===== src/mppt_pkg.sv =====
`default_nettype none

package mppt_pkg;

  // fixed-point format of all voltages, currents and conductances
  localparam int FRAC_BITS = 16;
  localparam int DATA_W    = 32;
  localparam int STEP_W    = 31;
  // differences and divider operands carry one extra bit
  localparam int DIV_W     = DATA_W + 1;
  localparam int HI_SHIFT  = DIV_W - FRAC_BITS;
  localparam int CNT_W     = $clog2(DIV_W + 1);

  localparam logic [STEP_W-1:0] FIRST_STEP_RST =
    STEP_W'(((2 ** FRAC_BITS) * 2 + 50) / 100);

  localparam logic signed [DATA_W-1:0] S32_MAX = {1'b0, {(DATA_W-1){1'b1}}};
  localparam logic signed [DATA_W-1:0] S32_MIN = {1'b1, {(DATA_W-1){1'b0}}};

  // register indexes
  localparam logic REG_STEP_SIZE  = 1'b0;
  localparam logic REG_FIRST_STEP = 1'b1;

  typedef logic [3:0] pc_t;

  typedef enum logic [2:0] {
    OP_NOP,
    OP_IDLE,
    OP_DIFF,
    OP_DIV,
    OP_CMP,
    OP_DVZ,
    OP_FIRST,
    OP_OUT
  } op_t;

  typedef enum logic [2:0] {
    C_NEVER,
    C_ALWAYS,
    C_NO_INPUT,
    C_NOT_STARTED,
    C_DV_ZERO,
    C_DIV_BUSY,
    C_OUT_BUSY
  } cond_t;

  typedef struct packed {
    op_t   op;
    cond_t cond;
    pc_t   target;
  } ucw_t;

  typedef struct packed {
    logic in_fire;
    logic started;
    logic dv_zero;
    logic div_busy;
    logic out_busy;
  } flags_t;

  // program step labels
  localparam pc_t S_IDLE  = 4'd0;
  localparam pc_t S_DIFF  = 4'd1;
  localparam pc_t S_TEST  = 4'd2;
  localparam pc_t S_DIV   = 4'd3;
  localparam pc_t S_WAIT  = 4'd4;
  localparam pc_t S_CMP   = 4'd5;
  localparam pc_t S_DVZ   = 4'd6;
  localparam pc_t S_FIRST = 4'd7;
  localparam pc_t S_OUT   = 4'd8;
  localparam pc_t S_DONE  = 4'd9;

  // control store: a jump is taken when its condition holds, else pc + 1
  function automatic ucw_t mppt_ucode(input pc_t pc);
    ucw_t w;
    case (pc)
      S_IDLE:  w = '{op: OP_IDLE,  cond: C_NO_INPUT,    target: S_IDLE};
      S_DIFF:  w = '{op: OP_DIFF,  cond: C_NOT_STARTED, target: S_FIRST};
      S_TEST:  w = '{op: OP_NOP,   cond: C_DV_ZERO,     target: S_DVZ};
      S_DIV:   w = '{op: OP_DIV,   cond: C_NEVER,       target: S_IDLE};
      S_WAIT:  w = '{op: OP_NOP,   cond: C_DIV_BUSY,    target: S_WAIT};
      S_CMP:   w = '{op: OP_CMP,   cond: C_ALWAYS,      target: S_OUT};
      S_DVZ:   w = '{op: OP_DVZ,   cond: C_ALWAYS,      target: S_OUT};
      S_FIRST: w = '{op: OP_FIRST, cond: C_NEVER,       target: S_IDLE};
      S_OUT:   w = '{op: OP_OUT,   cond: C_OUT_BUSY,    target: S_OUT};
      S_DONE:  w = '{op: OP_NOP,   cond: C_ALWAYS,      target: S_IDLE};
      default: w = '{op: OP_NOP,   cond: C_ALWAYS,      target: S_IDLE};
    endcase
    return w;
  endfunction

  // saturate a 34-bit signed value to 32 bits
  function automatic logic signed [DATA_W-1:0] sat34(input logic signed [DATA_W+1:0] x);
    logic signed [DATA_W-1:0] r;
    if (!x[DATA_W+1] && (x[DATA_W:DATA_W-1] != 2'b00)) begin
      r = S32_MAX;
    end else if (x[DATA_W+1] && (x[DATA_W:DATA_W-1] != 2'b11)) begin
      r = S32_MIN;
    end else begin
      r = x[DATA_W-1:0];
    end
    return r;
  endfunction

  // apply sign to a quotient magnitude and saturate
  function automatic logic signed [DATA_W-1:0] sat_mag(input logic neg,
                                                        input logic [DIV_W-1:0] mag);
    logic signed [DATA_W-1:0] r;
    if (neg) begin
      if (mag > {2'b01, {(DIV_W-2){1'b0}}}) begin
        r = S32_MIN;
      end else begin
        r = DATA_W'(-mag);
      end
    end else begin
      if (mag > {2'b00, {(DIV_W-2){1'b1}}}) begin
        r = S32_MAX;
      end else begin
        r = mag[DATA_W-1:0];
      end
    end
    return r;
  endfunction

endpackage

`default_nettype wire


===== src/mppt_div.sv =====
`default_nettype none

// signed fixed-point divide (num << FRAC_BITS) / den, one quotient bit per cycle
module mppt_div
  import mppt_pkg::*;
(
  input  wire logic                     clk,
  input  wire logic                     rst_n,
  input  wire logic                     start,
  input  wire logic signed [DIV_W-1:0]  num,
  input  wire logic signed [DIV_W-1:0]  den,
  output logic                          busy,
  output logic signed [DATA_W-1:0]      quo
);

  logic [DIV_W-1:0] nmag, dmag, hi;
  logic             ovf, neg;
  logic [DIV_W-1:0] rem_r, sh_r, dmag_r;
  logic             neg_r, busy_r;
  logic [CNT_W-1:0] cnt_r;
  logic signed [DATA_W-1:0] quo_r;
  logic [DIV_W:0]   trial;
  logic             ge;
  logic [DIV_W-1:0] rem_nxt, sh_nxt;
  logic [DIV_W+FRAC_BITS-1:0] dvd;

  assign nmag = num[DIV_W-1] ? DIV_W'(-num) : num;
  assign dmag = den[DIV_W-1] ? DIV_W'(-den) : den;
  assign hi   = nmag >> HI_SHIFT;
  assign ovf  = hi >= dmag;   // also covers a zero divisor
  assign neg  = num[DIV_W-1] ^ den[DIV_W-1];
  assign dvd  = {nmag, {FRAC_BITS{1'b0}}};

  // restoring step
  assign trial   = {rem_r, sh_r[DIV_W-1]};
  assign ge      = trial >= {1'b0, dmag_r};
  assign rem_nxt = ge ? DIV_W'(trial - {1'b0, dmag_r}) : trial[DIV_W-1:0];
  assign sh_nxt  = {sh_r[DIV_W-2:0], ge};

  always_ff @(posedge clk) begin
    if (!rst_n) begin
      busy_r <= 1'b0;
      cnt_r  <= '0;
    end else if (start) begin
      neg_r  <= neg;
      dmag_r <= dmag;
      if (nmag == '0) begin
        quo_r  <= '0;
        busy_r <= 1'b0;
      end else if (ovf) begin
        quo_r  <= neg ? S32_MIN : S32_MAX;
        busy_r <= 1'b0;
      end else begin
        rem_r  <= hi;
        sh_r   <= dvd[DIV_W-1:0];
        cnt_r  <= CNT_W'(DIV_W);
        busy_r <= 1'b1;
      end
    end else if (busy_r) begin
      rem_r <= rem_nxt;
      sh_r  <= sh_nxt;
      cnt_r <= cnt_r - 1'b1;
      if (cnt_r == CNT_W'(1)) begin
        quo_r  <= sat_mag(neg_r, sh_nxt);
        busy_r <= 1'b0;
      end
    end
  end

  assign busy = busy_r;
  assign quo  = quo_r;

endmodule

`default_nettype wire


===== src/mppt_seq.sv =====
`default_nettype none

// step counter over the control store with conditional jumps
module mppt_seq
  import mppt_pkg::*;
(
  input  wire logic   clk,
  input  wire logic   rst_n,
  input  wire flags_t flags,
  output ucw_t        ctl
);

  pc_t  pc_r, pc_nxt;
  ucw_t ucw;
  logic take;

  assign ucw = mppt_ucode(pc_r);

  always_comb begin
    case (ucw.cond)
      C_NEVER:       take = 1'b0;
      C_ALWAYS:      take = 1'b1;
      C_NO_INPUT:    take = !flags.in_fire;
      C_NOT_STARTED: take = !flags.started;
      C_DV_ZERO:     take = flags.dv_zero;
      C_DIV_BUSY:    take = flags.div_busy;
      C_OUT_BUSY:    take = flags.out_busy;
      default:       take = 1'b1;
    endcase
    pc_nxt = take ? ucw.target : pc_t'(pc_r + 1'b1);
  end

  always_ff @(posedge clk) begin
    if (!rst_n) begin
      pc_r <= S_IDLE;
    end else begin
      pc_r <= pc_nxt;
    end
  end

  assign ctl = ucw;

endmodule

`default_nettype wire


===== src/mppt_incremental_conductance_core.sv =====
`default_nettype none

// incremental-conductance mppt: one voltage reference per pv sample
// steps: form the differences, then divide and compare when the voltage moved
// (two 33-step serial dividers run side by side), else follow the current change;
// first sample after reset applies first_step; next sample waits until output loads
// reset: synchronous active-low rst_n clears history, started flag, output valid and
// registers (step_size 0, first_step 0.02 in fixed point)
module mppt_incremental_conductance_core
  import mppt_pkg::*;
(
  input  wire logic         clk,
  input  wire logic         rst_n,
  // input stream
  input  wire logic         in_tvalid,
  output logic              in_tready,
  input  wire logic [63:0]  in_tdata,   // [31:0] pv_voltage, [63:32] pv_current
  // result stream
  output logic              out_tvalid,
  input  wire logic         out_tready,
  output logic [31:0]       out_tdata,  // [31:0] voltage_reference
  output logic [0:0]        out_tuser,  // [0] at_peak
  // configuration port
  input  wire logic         cfg_psel,
  input  wire logic         cfg_penable,
  input  wire logic         cfg_pwrite,
  input  wire logic [2:0]   cfg_paddr,
  input  wire logic [31:0]  cfg_pwdata,
  output logic [31:0]       cfg_prdata,
  output logic              cfg_pready
);

  // configuration registers
  logic [STEP_W-1:0] step_size_r, first_step_r;
  logic              cfg_wr;

  assign cfg_pready = 1'b1;
  assign cfg_wr     = cfg_psel && cfg_penable && cfg_pwrite;

  always_ff @(posedge clk) begin
    if (!rst_n) begin
      step_size_r  <= '0;
      first_step_r <= FIRST_STEP_RST;
    end else if (cfg_wr) begin
      case (cfg_paddr[2])
        REG_STEP_SIZE:  step_size_r  <= cfg_pwdata[STEP_W-1:0];
        REG_FIRST_STEP: first_step_r <= cfg_pwdata[STEP_W-1:0];
        default:        ;
      endcase
    end
  end

  always_comb begin
    case (cfg_paddr[2])
      REG_STEP_SIZE:  cfg_prdata = {1'b0, step_size_r};
      REG_FIRST_STEP: cfg_prdata = {1'b0, first_step_r};
      default:        cfg_prdata = '0;
    endcase
  end

  // sequencer
  ucw_t   ctl;
  flags_t flags;
  logic   in_fire, out_free;

  mppt_seq u_seq (
    .clk   (clk),
    .rst_n (rst_n),
    .flags (flags),
    .ctl   (ctl)
  );

  // datapath state
  logic signed [DATA_W-1:0] v_r, i_r, last_v_r, last_i_r, ref_r;
  logic signed [DIV_W-1:0]  dv_r, di_r;
  logic                     started_r, peak_r;
  logic                     out_valid_r;
  logic signed [DATA_W-1:0] out_ref_r;
  logic                     out_peak_r;

  assign in_tready = (ctl.op == OP_IDLE);
  assign in_fire   = in_tvalid && in_tready;
  // output register frees up when empty or drained this cycle
  assign out_free  = !out_valid_r || out_tready;

  // two dividers: conductance i/v and incremental conductance di/dv
  logic                     cond_busy, inc_busy;
  logic signed [DATA_W-1:0] cond_q, inc_q;
  logic                     div_start;

  assign div_start = (ctl.op == OP_DIV);

  mppt_div u_div_cond (
    .clk   (clk),
    .rst_n (rst_n),
    .start (div_start),
    .num   ({i_r[DATA_W-1], i_r}),
    .den   ({v_r[DATA_W-1], v_r}),
    .busy  (cond_busy),
    .quo   (cond_q)
  );

  mppt_div u_div_inc (
    .clk   (clk),
    .rst_n (rst_n),
    .start (div_start),
    .num   (di_r),
    .den   (dv_r),
    .busy  (inc_busy),
    .quo   (inc_q)
  );

  always_comb begin
    flags.in_fire  = in_fire;
    flags.started  = started_r;
    flags.dv_zero  = (dv_r == '0);
    flags.div_busy = cond_busy || inc_busy;
    flags.out_busy = !out_free;
  end

  // reference candidates, all saturated
  logic signed [DATA_W+1:0] v_ext;
  logic signed [DATA_W-1:0] ref_up, ref_dn, ref_first;
  logic signed [DIV_W-1:0]  neg_cond, inc_ext;

  assign v_ext     = {{2{v_r[DATA_W-1]}}, v_r};
  assign ref_up    = sat34(v_ext + $signed({3'b000, step_size_r}));
  assign ref_dn    = sat34(v_ext - $signed({3'b000, step_size_r}));
  assign ref_first = sat34(v_ext - $signed({3'b000, first_step_r}));
  // minus conductance at full width so the most negative value does not wrap
  assign neg_cond  = -$signed({cond_q[DATA_W-1], cond_q});
  assign inc_ext   = {inc_q[DATA_W-1], inc_q};

  always_ff @(posedge clk) begin
    if (!rst_n) begin
      started_r   <= 1'b0;
      last_v_r    <= '0;
      last_i_r    <= '0;
      ref_r       <= '0;
      peak_r      <= 1'b0;
      out_valid_r <= 1'b0;
    end else begin
      if (in_fire) begin
        v_r <= in_tdata[31:0];
        i_r <= in_tdata[63:32];
      end

      case (ctl.op)
        OP_DIFF: begin
          // changes since the last sample, then remember this one
          dv_r     <= {v_r[DATA_W-1], v_r} - {last_v_r[DATA_W-1], last_v_r};
          di_r     <= {i_r[DATA_W-1], i_r} - {last_i_r[DATA_W-1], last_i_r};
          last_v_r <= v_r;
          last_i_r <= i_r;
        end
        OP_FIRST: begin
          ref_r     <= ref_first;
          peak_r    <= 1'b0;
          started_r <= 1'b1;
        end
        OP_DVZ: begin
          // voltage unchanged: follow the sign of the current change
          if (di_r == '0) begin
            peak_r <= 1'b1;
          end else if (di_r[DIV_W-1]) begin
            ref_r  <= ref_dn;
            peak_r <= 1'b0;
          end else begin
            ref_r  <= ref_up;
            peak_r <= 1'b0;
          end
        end
        OP_CMP: begin
          // di/dv against -i/v
          if (inc_ext == neg_cond) begin
            peak_r <= 1'b1;
          end else if (inc_ext > neg_cond) begin
            ref_r  <= ref_up;
            peak_r <= 1'b0;
          end else begin
            ref_r  <= ref_dn;
            peak_r <= 1'b0;
          end
        end
        default: ;
      endcase

      // output register: load when free, else drain on transaction
      if ((ctl.op == OP_OUT) && out_free) begin
        out_valid_r <= 1'b1;
        out_ref_r   <= ref_r;
        out_peak_r  <= peak_r;
      end else if (out_tready) begin
        out_valid_r <= 1'b0;
      end
    end
  end

  assign out_tvalid   = out_valid_r;
  assign out_tdata    = out_ref_r;
  assign out_tuser[0] = out_peak_r;

endmodule

`default_nettype wire


===== config.mk =====
export PLATFORM = sky130hd
export DESIGN_NAME = mppt_incremental_conductance_core
export DESIGN_NICKNAME = d
export VERILOG_FILES = /design/src/mppt_pkg.sv /design/src/mppt_div.sv /design/src/mppt_seq.sv /design/src/mppt_incremental_conductance_core.sv
export SDC_FILE = /design/constraint.sdc
export NUM_CORES = 2
export LEC_CHECK = 0
export BUFFER_PORTS_ARGS = -buffer_cell sky130_fd_sc_hd__buf_2
export CAP_MARGIN = 20
export CORE_MARGIN = 3
export CORE_UTILIZATION = 44
export CTS_CLUSTER_DIAMETER = 120
export DETAILED_ROUTE_END_ITERATION = 6
export SYNTH_ARGS = -nofsm -noshare
export SYNTH_HDL_FRONTEND = slang
export SYNTH_SLANG_ARGS = --single-unit

===== constraint.sdc =====
create_clock -name clk -period 8.5 [get_ports clk]
set_input_delay 0.425 -clock clk [delete_from_list [all_inputs] [get_ports clk]]
set_output_delay 0.425 -clock clk [all_outputs]
set_load 0.005 [all_outputs]

==> metrics.csv <==
stage,metric,value,unit
floorplan,die_h,319,um
synthesis,synthesis.area,43000,um2
cts,post-cts-setup-buffers,0,
drt,firstDrtPassIters,6,
worst_setup_path,crit_start,u_div_cond.quo[14],
drt,drc_errors,0,
place,preCtsSetupSlack,1.84,ns
global_routing,antenna_found_initial,1,
finish,final_common_cell,nand2_1,
worst_setup_path,cp_max_fo,8,
finish,syn_to_final_growth,12.5,%
worst_setup_path,ff2ff_setup_slack,1.83,ns
synthesis,syn_area_per_cell,8.62,um2
place,io_buffer_count,168,
timing,slew_violations,0,
synthesis,ys_types,92,
worst_setup_path,cp.arrival,7.13,ns
global_routing,grt_overflow,0,
worst_setup_path,path_class,register to register,
place,dpl.hpwl,95000,um
global_routing,grt_start_max_net_pins,85,
global_routing,track_usage,24.9,%
synthesis,synthArstFlopShare,0,%
cts,cts_buffers,75,
cts,clock_latency,0.64,ns
drt,detail-route-antenna-nets,0,
finish,fin_nets,5535,
pwr,peakVddDrop,0.177,mV
worst_setup_path,cp_slowest_cell,a21boi_0,
floorplan,row_count,114,
drt,dr_total_vias,37638,
timing,skew,0.0296,ns
floorplan,start_util,44.4,%
timing,fmax,150,MHz
floorplan,core_area,96900,um2
floorplan,num_io_pins,174,
cts,root_buffer,clkbuf_16,
pwr,static-leakage-power,18.1,nW
place,gp_congestion,0.951,
floorplan,die_x,319,um
synthesis,yosysWarnings,0,
run_status,status,"finished, final reports clean",
pwr,powerDensity,251,nW/um2
synthesis,synth_seq_cells,616,
timing,tightest_slew,1.09,ns
cts,tritoncts,built,
drt,drtIter0Drc,3218,
cts,numClockSinks,616,
worst_setup_path,ff2ff_path_depth,21,
worst_setup_path,reg2reg_from,u_div_cond.quo[14],
job,maxCapViolCount,0,
finish,layout_common_cells,"nand2_1 (623), a21oi_1 (441), edfxtp_1 (427)",
global_routing,grt_pass1_vias,35129,
worst_setup_path,cp-start-kind,register,
synthesis,synthFlopType,edfxtp_1,
drt,vias_per_cell,5.83,
cts,path_clk_slew,0.07,ns
worst_setup_path,cp-end-kind,register,
worst_setup_path,path_delay_family,simple AND/OR/NAND/NOR gates,
drt,routedWlPerCell,20.2,um
synthesis,synthCells,4988,
timing,setup_viol,0,
timing,rsz0062_at_grt,no,
worst_setup_path,r2r-end,ref_r[14],
worst_setup_path,critPathCapture,ref_r[14],
floorplan,dieArea,102000,um2
worst_setup_path,worst_path_largest_cell_delay,0.88,ns
min_path,hold_path_class,primary input to register,
worst_setup_path,worst-path-stages,21,
global_routing,grt_pass1_wl,203000,um
timing,period_needed,6.67,ns
synthesis,ys_seq_area_share,38.6,%
worst_setup_path,critPathBufInv,2,
timing,finalCritPeriodShare,78.5,%
finish,antenna_cells,0,
cts,cts_buffer_depth,3,
timing,final.setup.tns,0,ns
timing,final-hold-violation-count,0,
timing,slew_headroom,26.5,%
timing,worst_slack,1.83,ns
drt,postRouteWirelength,130000,um
synthesis,synth_edf_count,427,
finish,drive_above_1_share,8.13,%
place,placed_cells_incl_taps,6245,
worst_setup_path,cp.required,8.96,ns
worst_setup_path,crit_chain,or4_1 > nor4_1 > nor2b_1 > nand4_1 > or2_2 > nor3b_1 > nand2_1 > xnor2_1 > ha_1 > nand4_1 > nor4_1 > nor2_1 > a31oi_1 > o21ba_2 > a211oi_1 > buf_4 > and3b_1 > a211oi_1 > buf_4 > a21boi_0 > a41oi_1,
cts,h-tree-depth,3,
finish,final_cell_count_no_fill,6454,
power by group:
group          internal (mW)  total (mW)  leakage, nW  switching, mW
combinational           1.63        4.29         11.4           2.66
clock                   2.13        3.48         1.30           1.35
sequential              3.91        4.38         5.42          0.472
layer usage:
| layer | vias to the layer above | GRT usage (%) | part of all wire, % |
|---|---|---|---|
| li1 | 18380 | - | - |
| met1 | 17989 | 35.4 | 47 |
| met2 | 1060 | 39.1 | 44 |
| met3 | 207 | 3.16 | 5.7 |
| met4 | 2 | 8.60 | 3.2 |
| met5 | - | 0 | 0.0077 |
metrics by stage:
step / total power [mW] / instance area [um2] / utilization, % / hold WS (ns)
2_1_floorplan: 7.39 / 43000 / - / 0.403
3_3_place_gp: 8.59 / 45000 / 46.5 / 0.424
3_5_place_dp: 8.64 / 45000 / 46.5 / 0.422
4_1_cts: 12.2 / 48300 / 49.9 / 0.000419
5_1_grt: 12.9 / 48400 / 49.9 / 0.0337
6_report: 12.2 / 48400 / 49.9 / 0.0362
tightest hold or removal path: cells and delay by family:
kind,cells,cell delay (ns)
AOI/OAI and AO/OA,1,0.07
buffers and inverters,1,0.09
and+or+nand+nor,1,0.04
sequential cells by signal (all words and copies together) (netlist names), 32 cells and up:
register and count:
u_div_cond.dmag_r 33, di_r 33, i_r 32, u_div_cond.rem_r 33
u_div_inc.rem_r 33, u_div_inc.dmag_r 33, dv_r 33, u_div_cond.quo 32
u_div_inc.sh_r 33, last_v_r 32, out_tdata 32, u_div_cond.sh_r 33
ref_r 32, v_r 32, last_i_r 32, u_div_inc.quo 32
worst min-delay path by stage:
stage,startpoint,endpoint,slack (ns),depth (start not counted)
6_report,cfg_pwdata[8],first_step_r[8],0.04,3
2_1_floorplan,ref_r[0],out_tdata[0],0.40,0
4_1_cts,cfg_pwdata[25],first_step_r[25],0.0004,3
3_5_place_dp,ref_r[19],out_tdata[19],0.42,0
5_1_grt,cfg_pwdata[25],first_step_r[25],0.03,3
3_3_place_gp,ref_r[20],out_tdata[20],0.42,0
synth_stat cells, drive strengths merged (96+ instances only):
cell type  count  area [um2]
inv          345        1290
a21oi        444        2240
clkbuf       221         830
nor3         133         666
dfxtp        189        3780
nor2         324        1220
edfxtp       427       12800
nand2        623        2340
xor2         107         937
o21ai        366        1840
ha           306        3830
xnor2        202        1770
a21o          96         721
area by class of cell:
type	count	area, um2
sequential	616	16600
tap	1276	1600
timing repair buffer	291	1950
multi-input combinational	3784	24300
inverter	348	1310
clock inverter	46	618
fill	9172	48500
clock buffer	93	2040
what timing repair did:
| action | 4_1_cts | 5_1_grt |
|---|---|---|
| setup endpoints to repair | 0 | 0 |
| hold buffers | 65 | 0 |
| hold endpoints to repair | 65 | 0 |
| gates resized for setup | 0 | 0 |
cell families (layout without fill, tap and decap cells):
| logic type | Yosys count | in the layout | share of synthesized area [%] |
|---|---|---|---|
| XOR/XNOR | 309 | 309 | 6.29 |
| AND/OR/NAND/NOR | 1683 | 1683 | 18.8 |
| adder cells (fa/ha/maj) | 313 | 313 | 9.23 |
| other | 2 | 4 | 0.0175 |
| AO/OA/AOI/OAI | 1446 | 1446 | 21.1 |
| buffers and inverters | 590 | 778 | 5.20 |
| flip-flops | 616 | 616 | 38.6 |
| multiplexers | 29 | 29 | 0.707 |
Power figures use the tool's default switching activity.
